`src/rtl/core/pra_pkg.sv`:
```
package pra_pkg;

  localparam int P_W         = 12;
  localparam int IN_SAMPLE_W = 16;
  localparam int TIME_W      = 64;
  localparam int OUT_W       = 24;
  localparam int AVG_W       = 25;
  localparam int STAT_W      = 2;
  localparam int OP_W        = 4;
  localparam int IN_TDATA_W  = 80;
  localparam int OUT_TDATA_W = 168;

  localparam logic [P_W-1:0]   P_RESET = 12'd256;
  localparam logic [OUT_W-1:0] UMAX24  = 24'hFFFFFF;
  localparam logic [AVG_W-1:0] SMAX25  = 25'd16777215;

  localparam logic [STAT_W-1:0] STAT_OK     = 2'd0;
  localparam logic [STAT_W-1:0] STAT_NOPOST = 2'd1;
  localparam logic [STAT_W-1:0] STAT_LONG   = 2'd2;

  // finalisation steps, run in this order
  localparam logic [OP_W-1:0] OP_NP   = 4'd0;
  localparam logic [OP_W-1:0] OP_NPP  = 4'd1;
  localparam logic [OP_W-1:0] OP_PP   = 4'd2;
  localparam logic [OP_W-1:0] OP_T1   = 4'd3;
  localparam logic [OP_W-1:0] OP_MM   = 4'd4;
  localparam logic [OP_W-1:0] OP_T3   = 4'd5;
  localparam logic [OP_W-1:0] OP_MP   = 4'd6;
  localparam logic [OP_W-1:0] OP_T2   = 4'd7;
  localparam logic [OP_W-1:0] OP_RDIV = 4'd8;
  localparam logic [OP_W-1:0] OP_SQRT = 4'd9;
  localparam logic [OP_W-1:0] OP_AVP  = 4'd10;
  localparam logic [OP_W-1:0] OP_AVN  = 4'd11;
  localparam logic [OP_W-1:0] OP_ADIV = 4'd12;
  localparam logic [OP_W-1:0] OP_PKP  = 4'd13;
  localparam logic [OP_W-1:0] OP_PDIV = 4'd14;
  localparam logic [OP_W-1:0] OP_BDIV = 4'd15;
  localparam logic [OP_W-1:0] OP_FIRST = OP_NP;
  localparam logic [OP_W-1:0] OP_LAST  = OP_BDIV;

  typedef struct packed {
    logic            start;
    logic            load;
    logic [OP_W-1:0] op;
  } pra_cmd_t;

  typedef struct packed {
    logic done;
    logic rec_ok;
  } pra_stat_t;

endpackage

```
`src/rtl/core/pra_mul.sv`:
```
module pra_mul #(
  parameter int A_W = 64,
  parameter int B_W = 32
) (
  input  logic           clk,
  input  logic           rst_n,
  input  logic           start,
  input  logic [A_W-1:0] a,
  input  logic [B_W-1:0] b,
  output logic           done,
  output logic [A_W-1:0] prod
);

  localparam int CNT_W = $clog2(B_W + 1);

  logic [A_W-1:0]   a_r;
  logic [B_W-1:0]   b_r;
  logic [A_W-1:0]   prod_r;
  logic [CNT_W-1:0] cnt_r;
  logic             busy_r;
  logic             done_r;

  always_ff @(posedge clk) begin
    if (!rst_n) begin
      busy_r <= 1'b0;
      done_r <= 1'b0;
      cnt_r  <= '0;
    end else begin
      done_r <= 1'b0;
      if (start) begin
        a_r    <= a;
        b_r    <= b;
        prod_r <= '0;
        cnt_r  <= CNT_W'(B_W);
        busy_r <= 1'b1;
      end else if (busy_r) begin
        if (b_r[0]) prod_r <= prod_r + a_r;
        a_r   <= {a_r[A_W-2:0], 1'b0};
        b_r   <= {1'b0, b_r[B_W-1:1]};
        cnt_r <= cnt_r - 1'b1;
        if (cnt_r == CNT_W'(1)) begin
          busy_r <= 1'b0;
          done_r <= 1'b1;
        end
      end
    end
  end

  assign done = done_r;
  assign prod = prod_r;

endmodule

```
`src/rtl/core/pra_div.sv`:
```
module pra_div #(
  parameter int DV_W = 96,
  parameter int D_W  = 40
) (
  input  logic            clk,
  input  logic            rst_n,
  input  logic            start,
  input  logic [DV_W-1:0] dividend,
  input  logic [D_W-1:0]  divisor,
  output logic            done,
  output logic [DV_W-1:0] quo,
  output logic            rem_nz
);

  localparam int CNT_W = $clog2(DV_W + 1);

  logic [DV_W-1:0]  quo_r;
  logic [D_W-1:0]   rem_r;
  logic [D_W-1:0]   dvs_r;
  logic [CNT_W-1:0] cnt_r;
  logic             busy_r;
  logic             done_r;
  logic [D_W:0]     trial;
  logic [D_W:0]     diff;
  logic             ge;

  assign trial = {rem_r, quo_r[DV_W-1]};
  assign ge    = trial >= {1'b0, dvs_r};
  assign diff  = trial - {1'b0, dvs_r};

  always_ff @(posedge clk) begin
    if (!rst_n) begin
      busy_r <= 1'b0;
      done_r <= 1'b0;
      cnt_r  <= '0;
    end else begin
      done_r <= 1'b0;
      if (start) begin
        quo_r  <= dividend;
        rem_r  <= '0;
        dvs_r  <= divisor;
        cnt_r  <= CNT_W'(DV_W);
        busy_r <= 1'b1;
      end else if (busy_r) begin
        rem_r <= ge ? diff[D_W-1:0] : trial[D_W-1:0];
        quo_r <= {quo_r[DV_W-2:0], ge};
        cnt_r <= cnt_r - 1'b1;
        if (cnt_r == CNT_W'(1)) begin
          busy_r <= 1'b0;
          done_r <= 1'b1;
        end
      end
    end
  end

  assign done   = done_r;
  assign quo    = quo_r;
  assign rem_nz = |rem_r;

endmodule

```
`src/rtl/core/pra_sqrt.sv`:
```
module pra_sqrt (
  input  logic                       clk,
  input  logic                       rst_n,
  input  logic                       start,
  input  logic [2*pra_pkg::OUT_W-1:0] v,
  output logic                       done,
  output logic [pra_pkg::OUT_W-1:0]  root
);

  localparam int W     = pra_pkg::OUT_W;
  localparam int CNT_W = $clog2(W + 1);

  logic [2*W-1:0]   v_r;
  logic [W:0]       rem_r;
  logic [W-1:0]     root_r;
  logic [CNT_W-1:0] cnt_r;
  logic             busy_r;
  logic             done_r;
  logic [W+2:0]     r2;
  logic [W+2:0]     trial;
  logic [W+2:0]     diff;
  logic             ge;

  assign r2    = {rem_r, v_r[2*W-1:2*W-2]};
  assign trial = {1'b0, root_r, 2'b01};
  assign ge    = r2 >= trial;
  assign diff  = r2 - trial;

  always_ff @(posedge clk) begin
    if (!rst_n) begin
      busy_r <= 1'b0;
      done_r <= 1'b0;
      cnt_r  <= '0;
    end else begin
      done_r <= 1'b0;
      if (start) begin
        v_r    <= v;
        rem_r  <= '0;
        root_r <= '0;
        cnt_r  <= CNT_W'(W);
        busy_r <= 1'b1;
      end else if (busy_r) begin
        rem_r  <= ge ? diff[W:0] : r2[W:0];
        root_r <= {root_r[W-2:0], ge};
        v_r    <= {v_r[2*W-3:0], 2'b00};
        cnt_r  <= cnt_r - 1'b1;
        if (cnt_r == CNT_W'(1)) begin
          busy_r <= 1'b0;
          done_r <= 1'b1;
        end
      end
    end
  end

  assign done = done_r;
  assign root = root_r;

endmodule

```
`src/rtl/core/pra_ctrl.sv`:
```
module pra_ctrl (
  input  logic                clk,
  input  logic                rst_n,
  input  logic                in_tvalid,
  input  logic                in_tlast,
  input  logic                out_tready,
  input  pra_pkg::pra_stat_t  stat,
  output logic                in_tready,
  output logic                in_acc,
  output logic                out_tvalid,
  output pra_pkg::pra_cmd_t   cmd
);

  localparam logic [1:0] S_ACC   = 2'd0;
  localparam logic [1:0] S_ISSUE = 2'd1;
  localparam logic [1:0] S_WAIT  = 2'd2;
  localparam logic [1:0] S_LOAD  = 2'd3;

  logic [1:0]               state_r, state_nxt;
  logic [pra_pkg::OP_W-1:0] op_r, op_nxt;
  logic                     out_valid_r, out_valid_nxt;

  assign in_tready  = (state_r == S_ACC);
  assign in_acc     = in_tvalid && in_tready;
  assign out_tvalid = out_valid_r;

  always_comb begin
    state_nxt     = state_r;
    op_nxt        = op_r;
    out_valid_nxt = out_valid_r && !out_tready;
    cmd.start     = 1'b0;
    cmd.load      = 1'b0;
    cmd.op        = op_r;
    case (state_r)
      S_ACC: begin
        if (in_acc && in_tlast) begin
          state_nxt = S_ISSUE;
          op_nxt    = pra_pkg::OP_FIRST;
        end
      end
      S_ISSUE: begin
        if (stat.rec_ok) begin
          cmd.start = 1'b1;
          state_nxt = S_WAIT;
        end else begin
          state_nxt = S_LOAD;
        end
      end
      S_WAIT: begin
        if (stat.done) begin
          if (op_r == pra_pkg::OP_LAST) begin
            state_nxt = S_LOAD;
          end else begin
            op_nxt    = pra_pkg::OP_W'(op_r + 1'b1);
            state_nxt = S_ISSUE;
          end
        end
      end
      S_LOAD: begin
        if (!out_valid_r || out_tready) begin
          cmd.load      = 1'b1;
          out_valid_nxt = 1'b1;
          state_nxt     = S_ACC;
        end
      end
      default: state_nxt = S_ACC;
    endcase
  end

  always_ff @(posedge clk) begin
    if (!rst_n) begin
      state_r     <= S_ACC;
      op_r        <= pra_pkg::OP_FIRST;
      out_valid_r <= 1'b0;
    end else begin
      state_r     <= state_nxt;
      op_r        <= op_nxt;
      out_valid_r <= out_valid_nxt;
    end
  end

endmodule

```
`src/rtl/core/pra_dp.sv`:
```
module pra_dp #(
  parameter int MAX_SAMPLES = 4096,
  parameter int SAMPLE_BITS = 16
) (
  input  logic                              clk,
  input  logic                              rst_n,
  input  logic                              cfg_wr_en,
  input  logic [pra_pkg::P_W-1:0]           cfg_wr_data,
  input  logic                              in_acc,
  input  logic [pra_pkg::IN_SAMPLE_W-1:0]   in_sample,
  input  logic                              in_last,
  input  logic [pra_pkg::TIME_W-1:0]        in_time,
  input  pra_pkg::pra_cmd_t                 cmd,
  output pra_pkg::pra_stat_t                stat,
  output logic [pra_pkg::OUT_TDATA_W-1:0]   out_tdata,
  output logic [pra_pkg::STAT_W-1:0]        out_tuser
);

  localparam int P_W     = pra_pkg::P_W;
  localparam int OUT_W   = pra_pkg::OUT_W;
  localparam int AVG_W   = pra_pkg::AVG_W;
  localparam int IDX_W   = $clog2(MAX_SAMPLES + 2);
  localparam int SUM_W   = SAMPLE_BITS + IDX_W;
  localparam int SQ_W    = 2 * SAMPLE_BITS + IDX_W;
  localparam int T_W     = 2 * SUM_W + IDX_W + 2 * P_W + 1;
  localparam int B_W     = (SUM_W > 2 * P_W) ? SUM_W : 2 * P_W;
  localparam int D_W     = IDX_W + 2 * P_W;
  localparam int DV_W    = T_W + 16;
  localparam int CW      = ((IDX_W > P_W) ? IDX_W : P_W) + 2;
  localparam int SQI_W   = 2 * OUT_W;

  logic [P_W-1:0]         pcfg_r;
  logic [P_W-1:0]         p;
  logic [31:0]            sample_ext;
  logic [SAMPLE_BITS-1:0] x;
  logic [2*SAMPLE_BITS-1:0] xsq;
  logic [IDX_W-1:0]       idx_r;
  logic [SUM_W-1:0]       pre_r, post_r;
  logic [SQ_W-1:0]        sq_r;
  logic [SAMPLE_BITS-1:0] pk_r;
  logic [pra_pkg::TIME_W-1:0] time_r;
  logic [CW-1:0]          idx_cw, p_cw, max_cw;
  logic [IDX_W-1:0]       n;
  logic [pra_pkg::STAT_W-1:0] stat_code;

  logic [D_W-1:0]         np_r, npp_r;
  logic [2*P_W-1:0]       pp_r;
  logic [T_W-1:0]         acc_r, tmp_r, mag_r;
  logic                   neg_r;
  logic [SQI_W-1:0]       sqi_r;
  logic [OUT_W-1:0]       base_r, rms_r;
  logic [AVG_W-1:0]       avg_r, pkv_r;

  logic                   is_mul, is_div, is_sqrt;
  logic [T_W-1:0]         mul_a;
  logic [B_W-1:0]         mul_b;
  logic                   mul_done;
  logic [T_W-1:0]         prod;
  logic [DV_W-1:0]        dvd;
  logic [D_W-1:0]         dvs;
  logic                   div_done;
  logic [DV_W-1:0]        quo;
  logic                   rem_nz;
  logic                   sqrt_done;
  logic [OUT_W-1:0]       root;
  logic [DV_W:0]          qmag;
  logic [AVG_W-1:0]       qsat;
  logic [AVG_W-1:0]       sval;

  assign p          = (pcfg_r == '0) ? P_W'(1) : pcfg_r;
  assign sample_ext = {{(32 - pra_pkg::IN_SAMPLE_W){1'b0}}, in_sample};
  assign x          = sample_ext[SAMPLE_BITS-1:0];
  assign xsq        = (2 * SAMPLE_BITS)'(x) * (2 * SAMPLE_BITS)'(x);
  assign idx_cw     = CW'(idx_r);
  assign p_cw       = CW'(p);
  assign max_cw     = CW'(MAX_SAMPLES);
  assign n          = IDX_W'(idx_cw - p_cw - CW'(1));

  always_comb begin
    if (idx_cw > max_cw) stat_code = pra_pkg::STAT_LONG;
    else if (idx_cw <= p_cw + CW'(1)) stat_code = pra_pkg::STAT_NOPOST;
    else stat_code = pra_pkg::STAT_OK;
  end

  always_comb begin
    is_mul  = 1'b0;
    is_div  = 1'b0;
    is_sqrt = 1'b0;
    mul_a   = '0;
    mul_b   = '0;
    dvd     = '0;
    dvs     = '0;
    case (cmd.op)
      pra_pkg::OP_NP:   begin is_mul = 1'b1; mul_a = T_W'(n);     mul_b = B_W'(p);      end
      pra_pkg::OP_NPP:  begin is_mul = 1'b1; mul_a = T_W'(np_r);  mul_b = B_W'(p);      end
      pra_pkg::OP_PP:   begin is_mul = 1'b1; mul_a = T_W'(p);     mul_b = B_W'(p);      end
      pra_pkg::OP_T1:   begin is_mul = 1'b1; mul_a = T_W'(sq_r);  mul_b = B_W'(pp_r);   end
      pra_pkg::OP_MM:   begin is_mul = 1'b1; mul_a = T_W'(pre_r); mul_b = B_W'(pre_r);  end
      pra_pkg::OP_T3:   begin is_mul = 1'b1; mul_a = tmp_r;       mul_b = B_W'(n);      end
      pra_pkg::OP_MP:   begin is_mul = 1'b1; mul_a = T_W'(pre_r); mul_b = B_W'(p);      end
      pra_pkg::OP_T2:   begin is_mul = 1'b1; mul_a = tmp_r;       mul_b = B_W'(post_r); end
      pra_pkg::OP_AVP:  begin is_mul = 1'b1; mul_a = T_W'(post_r); mul_b = B_W'(p);     end
      pra_pkg::OP_AVN:  begin is_mul = 1'b1; mul_a = T_W'(pre_r); mul_b = B_W'(n);      end
      pra_pkg::OP_PKP:  begin is_mul = 1'b1; mul_a = T_W'(pk_r);  mul_b = B_W'(p);      end
      pra_pkg::OP_SQRT: is_sqrt = 1'b1;
      pra_pkg::OP_RDIV: begin is_div = 1'b1; dvd = {acc_r, 16'd0};         dvs = npp_r;     end
      pra_pkg::OP_ADIV: begin is_div = 1'b1; dvd = DV_W'({mag_r, 8'd0});   dvs = np_r;      end
      pra_pkg::OP_PDIV: begin is_div = 1'b1; dvd = DV_W'({mag_r, 8'd0});   dvs = D_W'(p);   end
      pra_pkg::OP_BDIV: begin is_div = 1'b1; dvd = DV_W'({pre_r, 8'd0});   dvs = D_W'(p);   end
      default: ;
    endcase
  end

  pra_mul #(.A_W(T_W), .B_W(B_W)) u_mul (
    .clk(clk), .rst_n(rst_n), .start(cmd.start && is_mul),
    .a(mul_a), .b(mul_b), .done(mul_done), .prod(prod)
  );

  pra_div #(.DV_W(DV_W), .D_W(D_W)) u_div (
    .clk(clk), .rst_n(rst_n), .start(cmd.start && is_div),
    .dividend(dvd), .divisor(dvs), .done(div_done), .quo(quo), .rem_nz(rem_nz)
  );

  pra_sqrt u_sqrt (
    .clk(clk), .rst_n(rst_n), .start(cmd.start && is_sqrt),
    .v(sqi_r), .done(sqrt_done), .root(root)
  );

  // floor of a signed quotient, then clamp to the symmetric range
  assign qmag = {1'b0, quo} + (DV_W + 1)'(neg_r && rem_nz);
  assign qsat = (qmag > (DV_W + 1)'(pra_pkg::SMAX25)) ? pra_pkg::SMAX25 : qmag[AVG_W-1:0];
  assign sval = neg_r ? AVG_W'(-qsat) : qsat;

  always_ff @(posedge clk) begin
    if (!rst_n) begin
      pcfg_r <= pra_pkg::P_RESET;
      idx_r  <= '0;
      pre_r  <= '0;
      post_r <= '0;
      sq_r   <= '0;
      pk_r   <= '0;
    end else begin
      if (cfg_wr_en) pcfg_r <= cfg_wr_data;
      if (in_acc) begin
        if (idx_cw < max_cw) begin
          if (idx_cw < p_cw) begin
            pre_r <= pre_r + SUM_W'(x);
          end else if (idx_cw > p_cw) begin
            post_r <= post_r + SUM_W'(x);
            sq_r   <= sq_r + SQ_W'(xsq);
            if (x > pk_r) pk_r <= x;
          end
        end
        if (idx_cw <= max_cw) idx_r <= idx_r + 1'b1;
      end else if (cmd.load) begin
        idx_r  <= '0;
        pre_r  <= '0;
        post_r <= '0;
        sq_r   <= '0;
        pk_r   <= '0;
      end
    end
  end

  always_ff @(posedge clk) begin
    if (in_acc && in_last) time_r <= in_time;
    if (mul_done) begin
      case (cmd.op)
        pra_pkg::OP_NP:  np_r  <= D_W'(prod);
        pra_pkg::OP_NPP: npp_r <= D_W'(prod);
        pra_pkg::OP_PP:  pp_r  <= (2 * P_W)'(prod);
        pra_pkg::OP_T1:  acc_r <= prod;
        pra_pkg::OP_MM:  tmp_r <= prod;
        pra_pkg::OP_T3:  acc_r <= acc_r + prod;
        pra_pkg::OP_MP:  tmp_r <= prod;
        pra_pkg::OP_T2:  acc_r <= acc_r - {prod[T_W-2:0], 1'b0};
        pra_pkg::OP_AVP: tmp_r <= prod;
        pra_pkg::OP_AVN: begin
          neg_r <= tmp_r < prod;
          mag_r <= (tmp_r < prod) ? prod - tmp_r : tmp_r - prod;
        end
        pra_pkg::OP_PKP: begin
          neg_r <= prod < T_W'(pre_r);
          mag_r <= (prod < T_W'(pre_r)) ? T_W'(pre_r) - prod : prod - T_W'(pre_r);
        end
        default: ;
      endcase
    end
    if (div_done) begin
      case (cmd.op)
        pra_pkg::OP_RDIV: sqi_r <= (|quo[DV_W-1:SQI_W]) ? {SQI_W{1'b1}} : quo[SQI_W-1:0];
        pra_pkg::OP_ADIV: avg_r <= sval;
        pra_pkg::OP_PDIV: pkv_r <= sval;
        pra_pkg::OP_BDIV: base_r <= (quo > DV_W'(pra_pkg::UMAX24)) ? pra_pkg::UMAX24
                                                                  : quo[OUT_W-1:0];
        default: ;
      endcase
    end
    if (sqrt_done) rms_r <= root;
    if (cmd.load) begin
      out_tuser <= stat_code;
      if (stat_code == pra_pkg::STAT_OK) begin
        out_tdata <= {6'd0, time_r, rms_r, pkv_r, avg_r, base_r};
      end else begin
        out_tdata <= {6'd0, time_r, {(2 * OUT_W + 2 * AVG_W){1'b0}}};
      end
    end
  end

  assign stat.done   = mul_done || div_done || sqrt_done;
  assign stat.rec_ok = (stat_code == pra_pkg::STAT_OK);

endmodule

```
`src/rtl/core/pulse_record_analysis.sv`:
```
// Channel  Dir  Words
// in_      in   sample + timestamp, tlast ends a record
// out_     out  one analysis result per record, tuser = status
// cfg_     in   presample count write
//
// Samples are taken one per cycle while no record is being finished.
// After the last sample, a serial multiply / divide / square-root sequencer
// holds in_tready low while it runs; a record with a failed status skips it.
// A finished result waits in the output register while the next record streams in;
// the next result holds in_tready low until that word has left.
// Reset is synchronous, active low; presample count returns to 256.
module pulse_record_analysis #(
  parameter int MAX_SAMPLES = 4096,
  parameter int SAMPLE_BITS = 16
) (
  input  logic                              clk,
  input  logic                              rst_n,
  input  logic                              cfg_wr_en,
  input  logic [pra_pkg::P_W-1:0]           cfg_wr_data,
  input  logic                              in_tvalid,
  output logic                              in_tready,
  input  logic [pra_pkg::IN_TDATA_W-1:0]    in_tdata,   // sample[15:0], record_time[79:16]
  input  logic                              in_tlast,
  output logic                              out_tvalid,
  input  logic                              out_tready,
  // baseline[23:0], mean_excess[48:24], peak_excess[73:49], rms_spread[97:74],
  // record_stamp[161:98], zero fill
  output logic [pra_pkg::OUT_TDATA_W-1:0]   out_tdata,
  output logic [pra_pkg::STAT_W-1:0]        out_tuser   // status
);

  pra_pkg::pra_cmd_t  cmd;
  pra_pkg::pra_stat_t stat;
  logic               in_acc;

  pra_ctrl u_ctrl (
    .clk(clk), .rst_n(rst_n), .in_tvalid(in_tvalid), .in_tlast(in_tlast),
    .out_tready(out_tready), .stat(stat), .in_tready(in_tready), .in_acc(in_acc),
    .out_tvalid(out_tvalid), .cmd(cmd)
  );

  pra_dp #(.MAX_SAMPLES(MAX_SAMPLES), .SAMPLE_BITS(SAMPLE_BITS)) u_dp (
    .clk(clk), .rst_n(rst_n), .cfg_wr_en(cfg_wr_en), .cfg_wr_data(cfg_wr_data),
    .in_acc(in_acc), .in_sample(in_tdata[pra_pkg::IN_SAMPLE_W-1:0]), .in_last(in_tlast),
    .in_time(in_tdata[pra_pkg::IN_TDATA_W-1:pra_pkg::IN_SAMPLE_W]),
    .cmd(cmd), .stat(stat), .out_tdata(out_tdata), .out_tuser(out_tuser)
  );

endmodule

```
`config.mk`:
```
export PLATFORM = sky130hd
export DESIGN_NAME = pulse_record_analysis
export DESIGN_NICKNAME = d
export VERILOG_FILES = /design/src/rtl/core/pra_pkg.sv /design/src/rtl/core/pra_mul.sv /design/src/rtl/core/pra_div.sv /design/src/rtl/core/pra_sqrt.sv /design/src/rtl/core/pra_ctrl.sv /design/src/rtl/core/pra_dp.sv /design/src/rtl/core/pulse_record_analysis.sv
export SDC_FILE = /design/constraint.sdc
export NUM_CORES = 2
export LEC_CHECK = 0
export ABC_CLOCK_PERIOD_IN_PS = 12000
export BUFFER_PORTS_ARGS = -buffer_cell sky130_fd_sc_hd__buf_4
export CAP_MARGIN = 10
export CELL_PAD_IN_SITES_DETAIL_PLACEMENT = 1
export CELL_PAD_IN_SITES_GLOBAL_PLACEMENT = 2
export CORE_MARGIN = 10
export CORE_UTILIZATION = 41
export DETAILED_ROUTE_END_ITERATION = 10
export PLACE_DENSITY = 0.92
export SLEW_MARGIN = 10
export SYNTH_ARGS = -nofsm -noshare
export SYNTH_HDL_FRONTEND = slang
export SYNTH_SLANG_ARGS = --single-unit
```
`constraint.sdc`:
```
create_clock -name clk -period 12 [get_ports clk]
set_input_delay 2.4 -clock clk [delete_from_list [all_inputs] [get_ports clk]]
set_output_delay 2.4 -clock clk [all_outputs]
set_load 0.02 [all_outputs]
```
# Yosys cells after proc, flatten, opt, wreduce, memory -nomap -nowiden
# Index checks and enable logic that the tools add are counted.
# word_totals
ff_bits,1445
inputBits,98
out_inout_bits,172
wordCells,267
# op_classes
add_sub_neg,22
multipliers,1
n_lt_le_gt_ge,13
n_eq_ne,31
muxes,88
bitwise,4
reduce_logical,62
# op_table
operator,count
$pmux W96 S8,1
$mux W96,6
$pmux W112 S3,1
$mux W29,10
$pmux W96 S3,1
$sub A96 B96 Y96,3
$mux W45,5
$mux W112,2
$add A96 B96 Y96,2
$pmux W96 S2,1
$pmux W29 S5,1
$add A112 B1 Y113,1
$gt A113 B24 Y1 const B,1
$gt A112 B24 Y1 const B,1
$pmux W37 S3,1
$mux W25,4
$lt A96 B29 Y1,1
$lt A96 B96 Y1,1
$mux W16,6
$mux W48,2
$sub A29 B96 Y96,1
$sub A96 B29 Y96,1
$mux W37,2
$reduce_or A64 Y1,1
other kinds (62),165

# Depth between registers and ports, before layout
# logic_depth
ltp_word,12
ltp_mapped,33
depth_no_buf,29

# Hierarchy
# A second synthesis with hierarchy kept.
# hier_totals
cells_unflattened,12166
area_unflattened_um2,112215.1
# modules_own_cells
mod,n_inst,cells_each,area_each_um2,seq_area_each_um2
pra_dp,1,9270,80420.9,25734.7
pra_mul,1,1525,15499.9,6776.5
pra_div,1,806,10093.4,5765.5
pra_sqrt,1,522,5809.3,3052.9
pra_ctrl,1,43,391.6,140.1

# Least setup slack after synthesis
# Ideal clock, no wire load.
# synth_timing
path_type,reg-to-reg
from,register u_dp.pcfg_r[1]
to,"register u_dp.u_div.quo_r[0], in the netlist u_dp.u_div.quo[0], enable pin"
setup_time_ns,0.660
arrival_ns,9.516
required_time_ns,11.340
path_slack_ns,1.824
stages_incl_launch_ff,21
path_buffers,2
synth_period_minus_slack_ns,10.176
cell_sequence,dfxtp_1 -> clkbuf_1 -> nor4_1 -> a31o_2 -> ha_1 -> and3_1 -> nand2_1 -> xnor2_1 -> ha_1 -> a21oi_1 -> nor2b_1 -> o21ai_0 -> nand2b_1 -> o21ai_0 -> a21oi_1 -> o21ai_0 -> a211oi_1 -> and3_1 -> clkbuf_1 -> nor2_1 -> nor2_1
# synth_via
elab_chain_len,12
# synth_rtl
element,line_no,rtl
start: declaration,pra_dp.sv:32,logic [P_W-1:0] pcfg_r;
start signal: assignment,pra_dp.sv:136,pcfg_r <= pra_pkg::P_RESET;
start signal: assignment,pra_dp.sv:143,if (cfg_wr_en) pcfg_r <= cfg_wr_data;
$logic_not A12 Y1,pra_dp.sv:70,assign p = (pcfg_r == '0) ? P_W'(1) : pcfg_r;
$mux W12 (*),pra_dp.sv:70,
$add A12 B1 Y13 (*),pra_dp.sv:81,else if (idx_cw <= p_cw + CW'(1)) stat_code = pra_pkg::STAT_NOPOST;
$le A13 B15 Y1 (*),pra_dp.sv:81,
$mux W1 (*),pra_dp.sv:81,
$mux W2 (*),pra_dp.sv:80,if (idx_cw > max_cw) stat_code = pra_pkg::STAT_LONG;
$logic_not A2 Y1 (*),pra_dp.sv:211,assign stat.rec_ok = (stat_code == pra_pkg::STAT_OK);
$mux W1 (*),pra_ctrl.sv:42,if (stat.rec_ok) begin
$mux W1 (*),pra_ctrl.sv:34,case (state_r)
$logic_and A1 B1 Y1 (*),pra_dp.sv:120,".clk(clk), .rst_n(rst_n), .start(cmd.start && is_div),"
$reduce_bool A2 Y1 (no line) (*),-,
$reduce_and A2 Y1 (no line) (*),-,
end signal: assignment,pra_div.sv:39,quo_r <= dividend;
end signal: assignment,pra_div.sv:46,"quo_r <= {quo_r[DV_W-2:0], ge};"
end: declaration,pra_div.sv:17,logic [DV_W-1:0] quo_r;
# Mark *: on every way between the ends. The rest lies on a longest branch, timed or not.
# A chain may end at the register's enable or synchronous reset.

# Final worst setup path
# layout_timing
from,input in_tdata[12] (netlist bit)
to,register u_dp.sq_r[43]
# layout_via
elab_chain_len,6
# layout_rtl
element,line_no,rtl
start: declaration,pulse_record_analysis.sv:22,"input logic [pra_pkg::IN_TDATA_W-1:0] in_tdata,"
$mul A16 B16 Y32,pra_dp.sv:73,assign xsq = (2 * SAMPLE_BITS)'(x) * (2 * SAMPLE_BITS)'(x);
$add A45 B32 Y45,pra_dp.sv:150,sq_r <= sq_r + SQ_W'(xsq);
$mux W45,pra_dp.sv:148,end else if (idx_cw > p_cw) begin
$mux W45,pra_dp.sv:146,if (idx_cw < p_cw) begin
$mux W45,pra_dp.sv:145,if (idx_cw < max_cw) begin
$mux W45,pra_dp.sv:144,if (in_acc) begin
end signal: assignment,pra_dp.sv:150,
end: declaration,pra_dp.sv:39,logic [SQ_W-1:0] sq_r;
# Every way passes these cells. The select of a mux whose other input is x is not followed.

==> impl_results.md <==
* Endpoints failing hold at 0
* Syn Std Cell Area at 108,000 um2
* Share of layout cells above drive strength 1 at 7.63%
* Synth async-reset ratio at 0%
* Post-synth EDFFs at 1,265
* MaxCap Viol Count at 0
* Cell family with most CP delay: adder cells
* HP Class: reg2reg
* Worst-path fanout max at 18
* Period utilization at 76.7%
* Vias after detailed routing at 98.5k
* Via density at 6.29
* RePlAce Congestion at roughly 1
* Fin. max-slew vios at 0
* CTS resizes at 0
* Area growth syn-to-layout at 10.8%
* WP data arrival at 9960 ps
* Distinct cells, synth at 94
* Crit Path Category: in2reg
* Placed cell areas at 114,000 um2
* Largest net degree at the start of global routing at 132
* Commonest cells after routing, fill and taps aside: edfxtp_1 (1,265), nand2_1 (1,189), a21oi_1 (1,144)
* Reg clk slew, reported paths at 60 ps
* Most common flop cell mapped by yosys: edfxtp_1
* WP buf/inv at 4
* Sequential share of the synthesized area at 38.4%
* GRT Resource Usage Total at between 30% and 40%
* Most common cell after layout, fill and taps aside: edfxtp_1
* # hold bufs at CTS at 0
* Design Power at 0.0151 W
* Initial Util at around two fifths
* Crit. End Element: flip-flop
* Hpwl dp at roughly 370 mm
* Synth warnings at 0
* H-tree Lvls at 4
* Die Span X at about 530 um
* Lkg Pwr at 47.0 nW
* Post-route cell area at 120,000 um2
* Number of CTS-inserted buffers at 169
* NumNets Final at 13.1k
* Drt first pass iters at 10
* Die area at between 200,000 and 300,000 um2
* Post-CTS setup repair buffer count at 0
* Final setup viols at 0
* GR Overflow Total at 0
* Die Ht at between 500 and 600 um
* CTS tree: done
* Pwr per Cell Area at 126 nW/um2
* IO Pins at 270
* Routed WL at 463 mm
* Min Clock Period, post-route at a little over 9000 ps
* Max Freq at roughly 110 MHz
* Status: finished, final reports clean
* Crit path required time at around 13,000 ps
* Synth Instances at 12.0k
* Critical-path top delay cell: a21boi_0
* Final Skew at 80.6 ps
* Mean Syn Cell Area at about 9 um2
* Slew headroom at about a tenth
* Clk root buf: clkbuf_16
* Routed WL per cell at 29.6 um
* First-pass GRT wire length at ~680 mm
* Fin Setup TNS at 0 ps
* Initial detailed-routing violation count at 11.3k
* Clock Latency Late Sink at around 900 ps
* Initial antenna violation count at 35
* Crit path cell chain: buf_4 -> inv_1 -> nor2_1 -> inv_1 -> fa_1 -> fa_1 -> fa_1 -> fa_1 -> fa_1 -> inv_1 -> fa_1 -> ha_1 -> o21ai_0 -> nor4_1 -> nor2_1 -> a221oi_1 -> o221ai_1 -> o21ai_0 -> o211ai_1 -> a21boi_0 -> o211ai_1 -> xor2_1 -> nor2_1
* VDD IR max at ~300 uV
* Fin cells at 15.6k
* Vias in the first global route at 99.8k
* FF+latch count, synth at 1,439
* Antenna Nets Post-Route at 0
* Fill count at between 20k and 30k
* Rows at 188
* CTS max path bufs at 3
* Clk sink count at 1,439
* Crit path launch type: primary input
* Crit-path max cell delay at approximately 620 ps
* Core area at 262,000 um2
* PortBufs at 263
* Placed Instances at around 15k
* Top cell by count, worst path: fa_1
* DRC violations left at 0
* RSZ-0062 raised after global routing: false
* Worst-Margin Slew at 1310 ps
[where the power goes]
part	internal, W	total, W	switching [W]
clock	0.00313	0.00551	0.00237
sequential	0.00551	0.00564	0.000127
combinational	0.00158	0.00394	0.00236
[registers in the layout, summed over array words and instances (netlist names), 29 cells and up]
name              count
u_dp.np_r            37
u_dp.npp_r           37
u_dp.sq_r            45
u_dp.sqi_r           48
u_dp.tmp_r           96
u_dp.acc_r           96
u_dp.u_div.rem_r     37
u_dp.u_mul.a_r       96
u_dp.time_r          64
u_dp.u_sqrt.v_r      48
u_dp.u_div.quo      112
u_dp.u_mul.b_r       29
u_dp.u_div.dvs_r     37
u_dp.out_tdata      162
u_dp.mag_r           96
u_dp.u_mul.prod      96
u_dp.post_r          29
u_dp.pre_r           29
[Yosys cell counts (16+ instances only)]
library cell | count | share of area, %
a222oi_1 | 58 | 0.54
nor4_1 | 104 | 0.60
dfxtp_1 | 174 | 3.2
o31a_1 | 26 | 0.21
or2_2 | 103 | 0.60
nand3_1 | 275 | 1.3
a2111oi_0 | 23 | 0.19
a22o_1 | 32 | 0.26
and2_1 | 197 | 1.1
buf_1 | 31 | 0.11
o211ai_1 | 40 | 0.28
nor2_1 | 963 | 3.3
a21o_1 | 377 | 2.6
a21boi_0 | 31 | 0.22
a31o_2 | 17 | 0.14
nor2b_1 | 70 | 0.41
xor2_1 | 253 | 2.1
and4_1 | 27 | 0.22
fa_1 | 208 | 3.9
a211o_1 | 16 | 0.13
a22oi_1 | 215 | 1.5
a211oi_1 | 75 | 0.52
o21bai_1 | 190 | 1.3
o22ai_1 | 16 | 0.093
o221ai_1 | 36 | 0.29
o21a_1 | 86 | 0.60
mux2_2 | 21 | 0.22
a21oi_1 | 1145 | 5.3
nand4_1 | 235 | 1.4
inv_1 | 853 | 3.0
xnor2_1 | 416 | 3.4
nand2b_1 | 69 | 0.40
a221oi_1 | 35 | 0.28
or3_1 | 69 | 0.40
a41oi_1 | 24 | 0.19
ha_1 | 794 | 9.2
nor3_1 | 202 | 0.94
edfxtp_1 | 1265 | 35
o21ai_0 | 788 | 3.7
nand2_1 | 1193 | 4.1
and3_1 | 103 | 0.60
clkbuf_1 | 565 | 2.0
a31oi_1 | 141 | 0.82
mux2i_1 | 87 | 0.81
o31ai_1 | 95 | 0.66
[cells by family (layout without fill, tap and decap cells)]
group           count (synthesis)  in the layout  synth area share, %
compound gates               3589           3589                 20.9
xor+xnor                      669            669                 5.43
fa+ha+maj                    1002           1002                 13.1
buf+inv                      1469           1627                 5.16
flops                        1439           1439                 38.4
mux                           108            108                 1.03
other cells                     1             13              0.00347
simple gates                 3682           3682                 16.0
[cell type report]
type                            instances  area, um2  area share (%)
Timing Repair Buffer                  453       3470            2.90
Antenna cell                            7       17.5          0.0146
Inverter                              855       3220            2.69
Tap cell                             3515       4400            3.68
Sequential cell                      1439      41500            34.7
Multi-Input combinational cell       9056      61200            51.1
Clock buffer                          208       4410            3.68
Clock inverter                        111       1470            1.23
[stage by stage]
step           worst slack, ps  hold slack (ps)  util, %
3_3_place_gp              2110              402     43.4
5_1_grt                   2250              428     45.6
6_report                  2800              419     45.6
4_1_cts                   2890              420     45.6
2_1_floorplan             1820              400        -
3_5_place_dp              1950              407     43.4
[worst reg2reg max path, delay by kind of cell, from the launching register on]
family                   cells  cell delay (ps)
AND/OR/NAND/NOR             15             3480
buffers and inverters        5             1650
AO/OA/AOI/OAI                5             1340
adder cells (fa/ha/maj)      3              700
flip-flops                   1              380
XOR/XNOR                     1              160
multiplexers                 1              160
[per-layer routing]
| layer | vias to the layer above | part of all wire [%] | routed length, um | GRT usage, % |
|---|---|---|---|---|
| li1 | 43400 | - | - | - |
| met1 | 49700 | 43 | 201000 | 43.9 |
| met2 | 4570 | 43 | 200000 | 47.7 |
| met3 | 811 | 9.8 | 45200 | 6.21 |
| met4 | 14 | 3.7 | 16900 | 10.2 |
| met5 | - | 0.017 | 80 | 0 |
[final timing paths]
| kind | startpoint | to | slack (ps) | depth (start not counted) |
|---|---|---|---|---|
| worst min-delay path | u_dp.time_r[39]$_DFFE_PP_ | u_dp.out_tdata[137]$_DFFE_PP_ | 420 | 0 |
| worst min register to register | u_dp.time_r[39]$_DFFE_PP_ | u_dp.out_tdata[137]$_DFFE_PP_ | 420 | 0 |
| worst max register to register | u_dp.neg_r$_DFFE_PP_ | u_dp.avg_r[20]$_DFFE_PP_ | 3900 | 30 |
| worst max-delay path | in_tdata[12] | u_dp.sq_r[43]$_SDFFE_PN0P_ | 2800 | 23 |
Power figures use the tool's default switching activity.
